--- src/design/dti_pkg.sv ---
// ----------------------------------------------------------------------------
// Distance table interpolator package
// Shared item, configuration and result types and fixed-point constants.
// ----------------------------------------------------------------------------
package dti_pkg;

  localparam int unsigned TABLE_DEPTH = 1024;

  localparam logic KIND_LOAD  = 1'b0;
  localparam logic KIND_QUERY = 1'b1;

  localparam logic REG_TABLE_COUNT = 1'b0;
  localparam logic REG_INV_HUBBLE  = 1'b1;

  localparam int unsigned MIN_ENTRIES = 3;

  localparam logic signed [63:0] SAT_LIM    = 64'sh2000_0000_0000_0000;
  localparam logic signed [63:0] ONE_Q24    = 64'sd16777216;
  localparam logic signed [63:0] Z_CAP      = 64'sd17179869184;
  localparam logic signed [63:0] RECIP_X    = 64'sd2147483648;
  localparam logic signed [63:0] SCALE_2P20 = 64'sd1048576;
  localparam logic signed [63:0] SCALE_2P38 = 64'sd274877906944;

  typedef enum logic [1:0] {MD_DIVIDE, MD_SHIFT20, MD_SHIFT24} md_mode_e;

  typedef struct packed {
    logic        kind;
    logic [9:0]  entry_index;
    logic [31:0] redshift_value;
    logic [31:0] distance_value;
    logic [31:0] scale_factor;
  } item_t;

  typedef struct packed {
    logic [10:0] table_count;
    logic [31:0] inv_hubble_distance;
  } cfg_t;

  typedef struct packed {
    logic [31:0] distance_out;
    logic [47:0] slope_out;
    logic        out_of_range;
  } result_t;

endpackage

--- src/design/dti_front.sv ---
// ----------------------------------------------------------------------------
// Distance table interpolator front end
// Classifies incoming items, drops loads beyond the table and fixes zero scale.
// ----------------------------------------------------------------------------
module dti_front import dti_pkg::*; (
  input  logic        push,
  input  logic        kind_i,
  input  logic [9:0]  entry_index_i,
  input  logic [31:0] redshift_value_i,
  input  logic [31:0] distance_value_i,
  input  logic [31:0] scale_factor_i,
  output logic        wr_en_o,
  output item_t       wr_item_o
);

  logic [31:0] idx_ext;
  logic        drop;

  assign idx_ext = 32'(entry_index_i);
  assign drop    = (kind_i == KIND_LOAD) && (idx_ext >= 32'(TABLE_DEPTH));
  assign wr_en_o = push && !drop;

  always_comb begin
    wr_item_o.kind           = kind_i;
    wr_item_o.entry_index    = entry_index_i;
    wr_item_o.redshift_value = redshift_value_i;
    wr_item_o.distance_value = distance_value_i;
    wr_item_o.scale_factor   = (scale_factor_i == 32'd0) ? 32'd1 : scale_factor_i;
  end

endmodule

--- config.mk ---
export PLATFORM = sky130hd
export DESIGN_NAME = dti_front
export DESIGN_NICKNAME = d
export VERILOG_FILES = /design/src/design/dti_pkg.sv /design/src/design/dti_front.sv
export SDC_FILE = /design/constraint.sdc
export NUM_CORES = 1
export LEC_CHECK = 0
export ABC_CLOCK_PERIOD_IN_PS = 1200
export BUFFER_PORTS_ARGS = -buffer_cell sky130_fd_sc_hd__clkbuf_2
export CAP_MARGIN = 20
export CORE_AREA = 2 2 85 87
export DETAILED_ROUTE_END_ITERATION = 10
export DIE_AREA = 0 0 87 89
export PLACE_DENSITY = 0.53
export SLEW_MARGIN = 20
export SYNTH_ARGS = -nofsm -noshare
export SYNTH_HDL_FRONTEND = slang
export SYNTH_SLANG_ARGS = --single-unit
--- constraint.sdc ---
create_clock -name vclk -period 1.2
set_input_delay 0.36 -clock vclk [all_inputs]
set_output_delay 0.36 -clock vclk [all_outputs]
set_load 0.05 [all_outputs]
==> results.py <==
metrics = {
    "run_status": {
        "outcome": "complete, but fails checks",
        "violations": "negative setup slack",
    },
    "synthesis": {
        "synth-compound-area-share_pct": 0.984,
        "syn-num-nets": 226,
        "synthMuxAreaShare_pct": 0,
        "yosysWarningCount": 0,
        "yosys-top-cells-count": "buf_4, clkbuf_1, nor4_1, nand4_1",
        "synth_area_um2": 763,
        "yosys.area.top_type_share_pct": 74.8,
        "synth_top_family_by_area": "buffers and inverters",
        "synth.most_common_cell": "buf_4",
        "synth_area_per_cell_um2": 6.47,
        "synth-xor-area-share_pct": 0,
        "ys_seq_area_share_pct": 0,
        "yosys.area_share.simple_pct": 9.02,
        "synth_fa_ha_area_share_pct": 0,
        "synthCells": 118,
        "yosys.area.top_type": "buf_4",
        "synth.distinct_cells": 6,
        "synth.area.top_cells": "buf_4, clkbuf_1, nor4_1, nand4_1, nor4_2",
    },
    "critical_path": {
        "cp_top_family": "simple AND/OR/NAND/NOR gates",
        "cp_max_fo": 2,
        "crit_required_ns": 0.84,
        "cpMaxStageDelayCell": "nor4_4",
        "crit_arrival_ns": 1.31,
        "critPathKind": "in2out",
        "crit_buf_inv": 2,
        "cp-end-kind": "output pin",
        "cpPeakStageDelay_ns": 0.27,
        "cp-start-kind": "primary input",
        "crit_chain": "buf_6 -> nor4_4 -> nand4_1 -> o21bai_4 -> buf_12",
    },
    "hold_path": {
        "min_from": "entry_index_i[4]",
        "hp-class": "in2out",
        "worst_hold_path.endpoint": "wr_item_o[100]",
        "min_path_cells": 0,
    },
    "finish": {
        "seq_cells": 0,
        "multi_input_area_um2": 184,
        "clock_buffer_count": 0,
        "nFillCells": 769,
        "final-seq-area_um2": 0,
        "final_layout_size_suffix_gt1_share_pct": 97.5,
        "nets": 191,
        "diodes": 0,
        "area_delta_synth_final_pct": -5.25,
    },
    "grt": {
        "overflow": 0,
        "grt_pass1_vias": 456,
        "grt_max_degree": 3,
        "antenna_found_initial": 0,
        "track_usage_pct": 4.49,
        "grt_pass1_wl_mm": 2.64,
    },
    "power_and_ir_drop": {
        "power_density_nw_per_um2": 564,
        "p_leak_uw": 0.000339,
        "total_power_uw": 408,
        "p_clk_share_pct": 0,
        "switching_power_uw": 284,
        "pwr-share-comb_pct": 100.0,
        "internal-power_uw": 124,
        "peakVddDrop_uv": 175,
        "p_sw_share_pct": 69.6,
        "seqPwrFrac_pct": 0,
    },
    "floorplanning": {
        "core_um2": 6720,
        "chipHeight_um": 89,
        "start_util_pct": 11.4,
        "ioPinCount": 216,
        "die_w_um": 87,
        "rows": 30,
        "die-area_um2": 7740,
    },
    "route": {
        "drtPass1Iterations": 4,
        "drtIter0Drc": 1,
        "wl_mm": 2.11,
        "avgRoutedWirePerCell_um": 13.1,
        "wl_met1_um": 624,
        "ant_nets": 0,
        "highest_layer": "met4",
        "wl_met3_um": 434,
        "viasPerCell": 3.02,
        "num_vias": 486,
        "met2_length_um": 827,
        "route.detailed.drc": 0,
    },
    "timing": {
        "fin_crit_ns": 1.67,
        "worstMarginPinSlew_ns": 0.291,
        "setup_viol": 1,
        "fin_crit_sh_pct": 139,
        "slew_headroom_pct": 80.7,
        "finalSetupTns_ns": -0.473,
        "final_hold_viol_count": 0,
        "rsz0062_at_grt": "yes",
        "setup_ws_ns": -0.473,
        "fmax_mhz": 598,
        "drv_slew": 0,
    },
    "place": {
        "place_ws_ns": -0.621,
        "gp_congestion": 0.698,
        "portBuffers": 64,
        "dp_hpwl_mm": 1.84,
    },
    "clock_tree": {
        "cts_hold_buf": 0,
    },
    "job": {
        "maxCapViolations": 0,
    },
}
==> worst max-delay path by stage <==
stage	slack [ns]	start	endpoint	cells after the start
2_1_floorplan	-0.27	scale_factor_i[11]	wr_item_o[0]	3
3_3_place_gp	-0.63	scale_factor_i[27]	wr_item_o[0]	5
3_5_place_dp	-0.62	scale_factor_i[27]	wr_item_o[0]	5
4_1_cts	-0.52	scale_factor_i[19]	wr_item_o[0]	5
5_1_grt	-0.56	scale_factor_i[24]	wr_item_o[0]	5
6_report	-0.47	scale_factor_i[23]	wr_item_o[0]	5
==> cell families (layout without fill, tap and decap cells) <==
group	after synthesis	in the layout
AO/OA/AOI/OAI	1	1
AND/OR/NAND/NOR	10	10
buffers and inverters	107	70
==> layout make-up <==
class	instances	share of cell area [%]
multi-input combinational	11	25.4
tap	80	13.8
timing repair buffer	70	60.7
==> layer usage <==
layer | global-route usage (%) | up-vias
li1 | - | 199
met1 | 4.87 | 190
met2 | 4.44 | 73
met3 | 3.23 | 24
met4 | 6.53 | 0
met5 | 0 | -
==> power by group through the flow <==
stage | Sequential, uW | Combinational, uW | Clock (uW)
floorplan | 0 | 933 | 0
global route | 0 | 424 | 0
finish | 0 | 408 | 0
CTS | 0 | 393 | 0
detailed placement | 0 | 376 | 0
global placement | 0 | 375 | 0
==> stage by stage <==
stage / cells / cell area (um^2) / utilization [%] / hold WS (ns)
after floorplan: 118 / 826 / - / 0.887
after global placement: 161 / 619 / 9.22 / 0.720
after detailed placement: 161 / 619 / 9.22 / 0.720
after CTS: 161 / 668 / 9.94 / 0.720
after global routing: 161 / 723 / 10.8 / 0.720
final: 161 / 723 / 10.8 / 0.720
==> timing repair <==
| action | CTS | global route |
|---|---|---|
| gates cloned | 0 | 0 |
| endpoints found under the setup margin | 5 | 1 |
| buffers inserted | 0 | 0 |
| pin swaps | 1 | 5 |
| gates resized for setup | 9 | 21 |
==> cell usage in the layout, fill, tap and decap left out, drive strengths merged <==
| master | synthesis | final |
|---|---|---|
| buf | 76 | 14 |
| clkbuf | 31 | 56 |
| nor4 | 8 | 8 |
| nand4 | 2 | 2 |
| o21bai | 1 | 1 |
Power figures use the tool's default switching activity.
