### src/design/dti_pkg.sv
// ----------------------------------------------------------------------------
// Distance table interpolator package
// Shared item, configuration and result types and fixed-point constants.
// ----------------------------------------------------------------------------
package dti_pkg;

  localparam int unsigned TABLE_DEPTH = 1024;

  localparam logic KIND_LOAD  = 1'b0;
  localparam logic KIND_QUERY = 1'b1;

  localparam logic REG_TABLE_COUNT = 1'b0;
  localparam logic REG_INV_HUBBLE  = 1'b1;

  localparam int unsigned MIN_ENTRIES = 3;

  localparam logic signed [63:0] SAT_LIM    = 64'sh2000_0000_0000_0000;
  localparam logic signed [63:0] ONE_Q24    = 64'sd16777216;
  localparam logic signed [63:0] Z_CAP      = 64'sd17179869184;
  localparam logic signed [63:0] RECIP_X    = 64'sd2147483648;
  localparam logic signed [63:0] SCALE_2P20 = 64'sd1048576;
  localparam logic signed [63:0] SCALE_2P38 = 64'sd274877906944;

  typedef enum logic [1:0] {MD_DIVIDE, MD_SHIFT20, MD_SHIFT24} md_mode_e;

  typedef struct packed {
    logic        kind;
    logic [9:0]  entry_index;
    logic [31:0] redshift_value;
    logic [31:0] distance_value;
    logic [31:0] scale_factor;
  } item_t;

  typedef struct packed {
    logic [10:0] table_count;
    logic [31:0] inv_hubble_distance;
  } cfg_t;

  typedef struct packed {
    logic [31:0] distance_out;
    logic [47:0] slope_out;
    logic        out_of_range;
  } result_t;

endpackage

### src/design/dti_queue.sv
// ----------------------------------------------------------------------------
// Distance table interpolator item queue
// Short FIFO that decouples the front end from the back end.
// ----------------------------------------------------------------------------
module dti_queue import dti_pkg::*; #(
  parameter int unsigned DEPTH = 2
) (
  input  logic  clk_i,
  input  logic  rst_ni,
  input  logic  wr_en_i,
  input  item_t wr_item_i,
  output logic  full_o,
  input  logic  rd_en_i,
  output item_t rd_item_o,
  output logic  empty_o
);

  localparam int unsigned PW = $clog2(DEPTH);
  localparam int unsigned CW = $clog2(DEPTH + 1);

  item_t         slots_q [DEPTH];
  logic [PW-1:0] wr_ptr_q, rd_ptr_q;
  logic [CW-1:0] count_q;
  logic          wr_do, rd_do;

  assign full_o    = (count_q == CW'(DEPTH));
  assign empty_o   = (count_q == '0);
  assign rd_item_o = slots_q[rd_ptr_q];
  assign wr_do     = wr_en_i && !full_o;
  assign rd_do     = rd_en_i && !empty_o;

  always_ff @(posedge clk_i) begin
    if (wr_do) begin
      slots_q[wr_ptr_q] <= wr_item_i;
    end
  end

  always_ff @(posedge clk_i or negedge rst_ni) begin
    if (!rst_ni) begin
      wr_ptr_q <= '0;
      rd_ptr_q <= '0;
      count_q  <= '0;
    end else begin
      if (wr_do) begin
        wr_ptr_q <= (wr_ptr_q == PW'(DEPTH - 1)) ? '0 : wr_ptr_q + 1'b1;
      end
      if (rd_do) begin
        rd_ptr_q <= (rd_ptr_q == PW'(DEPTH - 1)) ? '0 : rd_ptr_q + 1'b1;
      end
      if (wr_do && !rd_do) begin
        count_q <= count_q + 1'b1;
      end else if (rd_do && !wr_do) begin
        count_q <= count_q - 1'b1;
      end
    end
  end

endmodule

### config.mk
export PLATFORM = sky130hd
export DESIGN_NAME = dti_queue
export DESIGN_NICKNAME = d
export VERILOG_FILES = /design/src/design/dti_pkg.sv /design/src/design/dti_queue.sv
export SDC_FILE = /design/constraint.sdc
export NUM_CORES = 1
export LEC_CHECK = 0
export BUFFER_PORTS_ARGS = -buffer_cell sky130_fd_sc_hd__buf_2
export CORE_MARGIN = 8
export CORE_UTILIZATION = 52
export DETAILED_ROUTE_END_ITERATION = 16
export PLACE_DENSITY = 0.8
export SLEW_MARGIN = 0
export SYNTH_ARGS = -nofsm -noshare
export SYNTH_HDL_FRONTEND = slang
export SYNTH_SLANG_ARGS = --single-unit
export TNS_END_PERCENT = 100
### constraint.sdc
create_clock -name clk_i -period 6.3 [get_ports clk_i]
set_input_delay 1.26 -clock clk_i [delete_from_list [all_inputs] [get_ports clk_i]]
set_output_delay 1.26 -clock clk_i [all_outputs]
set_load 0.01 [all_outputs]
==> metrics list, run 1 <==
- For the finished layout, the period the worst path requires is 4.05 ns.
- The flow ran to the end, and the final reports show no timing, DRC or antenna violations.
- Leakage Power: 3.76 nW
* Vias per Instance: 5.18
* Full die area: 0.0196 mm^2
- The floorplan has 45 rows.
- Power Density: 459 mW/mm^2
- Count of pins over their slew limit: 0
- Vias in the first global route: 4,505
- Fmax: 0.247 GHz
* Number of synthesized register bits: 218
- Total Neg Setup Slack: 0 ns
- Core Box Area: 0.0151 mm^2
- At the placement stage, the worst setup path has a slack of 2.72 ns.
- Of the post-synthesis cell area, the dominant cell type holds 0.805.
- Worst min path class: reg -> reg
- For this block, the initial DRC count from the detailed router was 248.
- STA classifies the critical path endpoint as an output pin.
- Worst r2r dst: slots_q[1][39]$_DFFE_PP_
- TritonCTS clock tree: yes
- Register clock-pin slew on the reported worst setup and hold paths: 0.06 ns
* Count of port buffers added during placement: 219
- Between clock sinks in the finished design, the worst skew comes to 0.00425 ns.
- In this run the number of H-tree levels came out at 1.
* Max IR drop VDD: 0.340 mV
- The first detailed-routing pass ran for 6 iterations.
* Gates resized, CTS repair: 0
- Across all register-to-register paths, the minimum setup slack is 3.84 ns.
- Worst slew margin relative to its limit: 0.420
* Dpl hpwl: 10,800 um
- Warnings, synthesis: 0
* Global route overflow: 0
- Share of post-route cells with drive strength above 1: 0.600
* Insertion delay to the later sink of the worst-skew pair: 0.48 ns
- Yosys attributes the largest share of cell area to sky130_fd_sc_hd__edfxtp_1 80%, sky130_fd_sc_hd__mux2_2 12%, sky130_fd_sc_hd__mux2_4 3.8%.
- Cells on Worst Hold Path: 1
* Total GRT Usage: 0.154
- Root buffer cell: sky130_fd_sc_hd__clkbuf_16
* Number of cells traversed by the worst register-to-register path: 3
- Routability-driven placement finished with a final weighted congestion of 0.749.
- In this run, post-CTS hold repair placed 0 buffers.
- N_diodes: 0
- Source of the worst hold timing path: count_q[1]$_DFFE_PN0P_
- Worst endpoint required time: 5.04 ns
- In this run the horizontal extent of the chip is 140 um.
- Leading cell types by count after synthesis: 214 x sky130_fd_sc_hd__edfxtp_1, 87 x sky130_fd_sc_hd__mux2_2, 20 x sky130_fd_sc_hd__mux2_4
* # nets final: 698
* Number of buffers on the longest clock path: 3
- Minimum hold slack: 0.539 ns
- IO Count: 220
- Seq/Total Area, Yosys: 0.817
* Async set-reset flop share out of synthesis: 0.0183
- Setup violations remaining at the end of the flow were counted as 0.
* Most frequently used cell type in the post-synthesis netlist: sky130_fd_sc_hd__edfxtp_1
- Synth Instances: 352
- Kind of launch point of the worst setup path: register
- The synthesized design spends more area on one cell type than any other, namely sky130_fd_sc_hd__edfxtp_1.
- In the routed design, unresolved DRC markers number 0.
- For this block, the via count after detailed routing is 4,064.
- Post-Syn Area per Cell: 22.7 um^2
* Post-CTS setup-driven buffer insertion count: 0
* Netlist area before placement: 0.00799 mm^2
- For this run, global-route usage on met2 was measured as 0.253.
* Reported max-cap violation count: 0
- Reg-to-reg startpoint: count_q[0]$_DFFE_PN0P_
- Number of distinct standard cells referenced by the synthesized netlist: 15
* Number of sinks driven by the clock tree: 218
- For this configuration, the core starts out at a cell density of 0.529.
- CP Max Fanout: 63
- Synthesis produced a netlist with a net count of 464.
* Unrepaired setup endpoints after global routing: no
* M3 GR Usage: 0.0703
- The number of antenna violations at the first check in global routing came to 4.
* Least setup slack across all paths after layout: 2.25 ns
- Busiest metal layer after global routing: met2
- CP arrival: 2.79 ns
- The first global-routing pass estimated 24,000 um of wire.
* Wire length per cell: 20.1 um
- For this run, global-route usage on met1 was measured as 0.181.
* Slew at the pin with the worst max-slew slack: 0.869 ns
* Area Growth Syn to Fin: 23.4%
- Total CTS buffers: 21
* Share of the clock period used by the worst path after layout: 0.642
- From bottom edge to top edge, the die measures 140 um.
- End point of the most critical hold path: count_q[1]$_DFFE_PN0P_
* Largest net degree at the start of global routing: 64
- The final count of hold timing violations is 0.
- Number of routed nets with antenna violations: 0
- Counting flops with a built-in enable in the synthesized netlist gives 214.
- Critical setup path kind: reg -> out
- Power, Total: 4.53 mW
- Final Routed Wirelength: 15,800 um
- Primary FF master, synth: sky130_fd_sc_hd__edfxtp_1
## sequential cells by signal, indices dropped and copies added (netlist names)
register  count
wr_ptr_q      1
slots_q     214
rd_ptr_q      1
count_q       2
## critical path: stages (launching register included)
cell and delay (ns):
sky130_fd_sc_hd__dfrtp_4 1.00, sky130_fd_sc_hd__buf_4 0.70, sky130_fd_sc_hd__mux2_2 0.43, sky130_fd_sc_hd__buf_2 0.15
## metal layers
layer / wire, um / part of all wire
met5: 56 / 0.0035
met4: 300 / 0.019
met3: 1590 / 0.10
met2: 7550 / 0.48
met1: 6320 / 0.40
## stage by stage
step,util,instances,cell area [um^2]
2_1_floorplan,-,352,7990
3_3_place_gp,0.615,751,9280
3_5_place_dp,0.615,751,9280
4_1_cts,0.653,785,9860
5_1_grt,0.653,785,9860
6_report,0.653,785,9860
## cells by family after synthesis
kind of cell	after synthesis	share of synthesized area
mux	107	0.160
fa+ha+maj	1	0.00157
compound gates	1	0.000626
flops	218	0.817
simple gates	6	0.00345
buf+inv	14	0.0116
xor+xnor	5	0.00548
## layout by cell type, fill, tap and decap left out
cell type	synthesis	routed
sky130_fd_sc_hd__dfrtp_1	4	3
sky130_fd_sc_hd__clkinv_2	0	4
sky130_fd_sc_hd__xor2_1	2	2
sky130_fd_sc_hd__clkbuf_16	0	21
sky130_fd_sc_hd__o21ai_0	1	1
sky130_fd_sc_hd__nand2_1	1	1
sky130_fd_sc_hd__edfxtp_1	214	214
sky130_fd_sc_hd__nor2_1	3	2
sky130_fd_sc_hd__nor2_4	0	1
sky130_fd_sc_hd__mux2_2	87	87
sky130_fd_sc_hd__clkbuf_1	0	5
sky130_fd_sc_hd__dfrtp_4	0	1
sky130_fd_sc_hd__inv_1	2	2
sky130_fd_sc_hd__buf_4	0	4
sky130_fd_sc_hd__xnor2_1	3	3
sky130_fd_sc_hd__and3_4	0	1
sky130_fd_sc_hd__buf_2	8	219
sky130_fd_sc_hd__ha_1	1	1
sky130_fd_sc_hd__mux2_4	20	20
sky130_fd_sc_hd__clkinv_1	0	4
sky130_fd_sc_hd__nand2b_1	1	1
## power breakdown
part | switching, mW | internal, mW
Combinational | 0.679 | 0.626
Sequential | 0.160 | 1.99
Clock | 0.470 | 0.607
Total | 1.31 | 3.22
## area by class of cell
| class | count | area, um^2 |
|---|---|---|
| repair buffers | 223 | 1130 |
| inverters | 2 | 7.51 |
| clock buffers | 26 | 544 |
| multi-input cells | 120 | 1380 |
| well taps | 188 | 235 |
| fillers | 1043 | 5230 |
| clock inverters | 8 | 35.0 |
| flip-flops and latches | 218 | 6530 |
## worst max path at each step
stage / from / end / slack (ns) / depth (start not counted)
CTS: rd_ptr_q$_DFFE_PN0P_ / rd_item_o[13] / 2.20 / 3
global placement: rd_ptr_q$_DFFE_PN0P_ / rd_item_o[11] / 2.77 / 3
detailed placement: rd_ptr_q$_DFFE_PN0P_ / rd_item_o[9] / 2.72 / 3
finish: rd_ptr_q$_DFFE_PN0P_ / rd_item_o[9] / 2.25 / 3
floorplan: wr_en_i / slots_q[0][0]$_DFFE_PP_ / 1.73 / 2
global route: rd_ptr_q$_DFFE_PN0P_ / rd_item_o[9] / 2.11 / 3
Note: power is estimated with default switching activity, not from simulation.
==> run 2: changes to the inputs <==
Clock period 6.3 ns to 3.9 ns, I/O delays scaled along.
==> run 2 against run 1 <==
Against the previous run: global-route usage shrank 0.13 points; clock skew grew 0.011 ns; first-iteration DRC count shrank 29%; critical path depth is the same; combinational power grew 68%; power grew 67%; worst hold slack lost 0.46 ns; final area grew 1.5%; utilization grew 0.99 points; die area is the same; setup slack lost 1.3 ns; highest routed layer unchanged.
==> metrics list, run 2 (synthesized netlist as in run 1, its figures left out) <==
- The run finished with clean final reports.
- Clock period minus worst slack: 2.98 ns
- Post-CTS setup-driven buffer insertion count: 0
- The count of buffers added on input and output ports is 219.
- Setup repair after global routing left no endpoint under its margin.
* Root buffer cell: sky130_fd_sc_hd__clkbuf_16
- Leakage Power: 3.83 nW
- For this run, the slowest stage of the critical path takes 0.73 ns.
- The floorplan step defined a core boundary enclosing 0.0151 mm^2.
- Number of cells traversed by the worst register-to-register path: 3
* Fraction of met1 tracks used by global routing: 0.173
- From synthesis to final layout, the design area changed by 25.3%.
* Standard-cell row count: 45
- Clock-pin slew was measured on the worst setup and hold paths at 0.06 ns.
- The finished cells cover 0.0100 mm^2.
* Reported max-cap violation count: 0
- Summed over all layers, the routed wires come to 15,700 um.
- Routability cong.: 0.743
- For met2 alone, demand over resource in global routing was 0.266.
- 1st-pass router iterations: 4
- For this block, the initial DRC count from the detailed router was 175.
- Slew at the pin with the worst max-slew slack: 0.680 ns
- The initial utilization of the core area, before any placement, comes to 0.529.
- After global routing, the most crowded layer is met2.
- Top register by number of flip-flops: slots_q
* M3 GR Usage: 0.0537
- Wire length per cell: 19.8 um
- Worst slew margin relative to its limit: 0.547
- For this design, the CTS-stage hold fixing added 0 buffers.
* Number of sinks driven by the clock tree: 218
* Cell with the largest stage delay on the worst path: sky130_fd_sc_hd__dfrtp_4
- Summing all placed instances gives a cell area of 0.00932 mm^2.
- Total buffers and inverters traversed by the critical path: 2
- Fmax: 0.336 GHz
* Share of the clock period used by the worst path after layout: 0.763
- In this run, CTS created clock tree buffers numbering 23.
- The library cell used most frequently in the layout, excluding fill and tap cells, is sky130_fd_sc_hd__buf_2.
* Vias in the first global route: 4,400
* Full die area: 0.0196 mm^2
* TritonCTS clock tree: yes
* Number of antenna violations at the first check in global routing: 3
- Kind of launch point of the worst setup path: register
- The HPWL after detailed placement is 10,700 um.
- During I/O placement, the number of pins put on the boundary was 220.
- Total Neg Setup Slack: 0 ns
- Count of pins over their slew limit: 0
* Power Density: 757 mW/mm^2
- CTS H-tree depth: 1
* Worst min path class: in -> async
- Number of buffers on the longest clock path: 3
- The die is 140 um wide.
- CP arrival: 2.20 ns
* Max IR drop VDD: 0.497 mV
* Most frequent cells in the layout: 219 x sky130_fd_sc_hd__buf_2, 214 x sky130_fd_sc_hd__edfxtp_1, 87 x sky130_fd_sc_hd__mux2_2
* Total GRT Usage: 0.153
- Number of stages on the worst setup path: 3
- By startpoint and endpoint, the worst setup path is classified as reg -> out.
* CP Capture Type: output pin
- Entering global routing, the biggest net connects 68 pins.
- Die boundary height: 140 um
- After the last flow step, the layout net total stands at 702.
- Total setup violations reported at the end of the flow: 0
- In the routed layout, each cell is associated on average with a via count of 5.11.
- Worst endpoint required time: 3.12 ns
* Insertion delay to the later sink of the worst-skew pair: 0.50 ns
- After detailed routing, the number of remaining DRC violations is 0.
* Top flop regs: slots_q x214, count_q x2
- Global routing finished with a remaining overflow of 0.
- The register with the most flip-flops in the layout has 214 of them.
- CP Max Fanout: 56
* Final hold violation count: 0
- Global-route wire length before repair: 23,700 um
- The final route contains 4,066 vias.
* Final Core Density: 0.663
- Worst path top cell family by delay: flip-flops
- Gates resized, CTS repair: 0
- Traced cell by cell, the critical path runs through buf_12, mux2_2, buf_2.
* Number of routed nets with antenna violations: 0
- Of the cells placed in the final design, the portion with a size suffix greater than 1 is 0.601.
- Layout Skew: 0.0156 ns
## run 2: cell count changes in the layout (fill, tap and decap cells not counted)
cell / previous run / this run
sky130_fd_sc_hd__clkbuf_16: 21 / 23
sky130_fd_sc_hd__buf_12: 0 / 2
sky130_fd_sc_hd__clkbuf_1: 5 / 3
sky130_fd_sc_hd__clkinv_4: 0 / 1
sky130_fd_sc_hd__bufinv_16: 0 / 1
sky130_fd_sc_hd__inv_6: 0 / 1
sky130_fd_sc_hd__diode_2: 0 / 1
sky130_fd_sc_hd__clkinv_1: 4 / 9
sky130_fd_sc_hd__clkinv_2: 4 / 2
sky130_fd_sc_hd__clkinvlp_4: 0 / 1
## run 2: worst paths after layout
| check | from | end | slack (ns) |
|---|---|---|---|
| min | rst_ni | rd_ptr_q$_DFFE_PN0P_ | 0.08 |
| min in group clk_i | wr_item_i[96] | slots_q[0][96]$_DFFE_PP_ | 0.47 |
| max in group asynchronous | rst_ni | rd_ptr_q$_DFFE_PN0P_ | 3.69 |
| max | rd_ptr_q$_DFFE_PN0P_ | rd_item_o[53] | 0.92 |
| max reg2reg | count_q[0]$_DFFE_PN0P_ | slots_q[1][76]$_DFFE_PP_ | 1.86 |
| min reg2reg | count_q[1]$_DFFE_PN0P_ | count_q[1]$_DFFE_PN0P_ | 0.54 |
## run 2: stage by stage
stage,power [mW],instances,hold slack [ns],worst slack (ns)
final,7.58,795,0.0755,0.925
after global routing,7.92,795,0.0587,0.837
after CTS,7.69,794,0.0500,0.893
after detailed placement,5.69,753,0.522,1.44
after global placement,5.63,753,0.502,1.46
after floorplan,4.87,352,0.480,0.131
## run 2: per-layer routing
layer | vias to the layer above | part of all wire
li1 | 1886 | -
met1 | 1983 | 0.39
met2 | 160 | 0.50
met3 | 33 | 0.082
met4 | 4 | 0.023
met5 | - | 0.0015
## run 2: layout make-up
type                    instances  area [um^2]
fillers                      1034         5080
flip-flops and latches        218         6530
multi-input cells             120         1380
diodes                          1         2.50
repair buffers                225         1170
clock inverters                15         98.8
well taps                     188          235
clock buffers                  26          587
inverters                       2         7.51
## run 2: where the power goes
part	internal, mW	total (mW)	switching [mW]	leakage (nW)
Combinational	1.04	2.20	1.16	1.46
Clock	1.14	1.97	0.832	0.332
Sequential	3.21	3.41	0.202	2.03
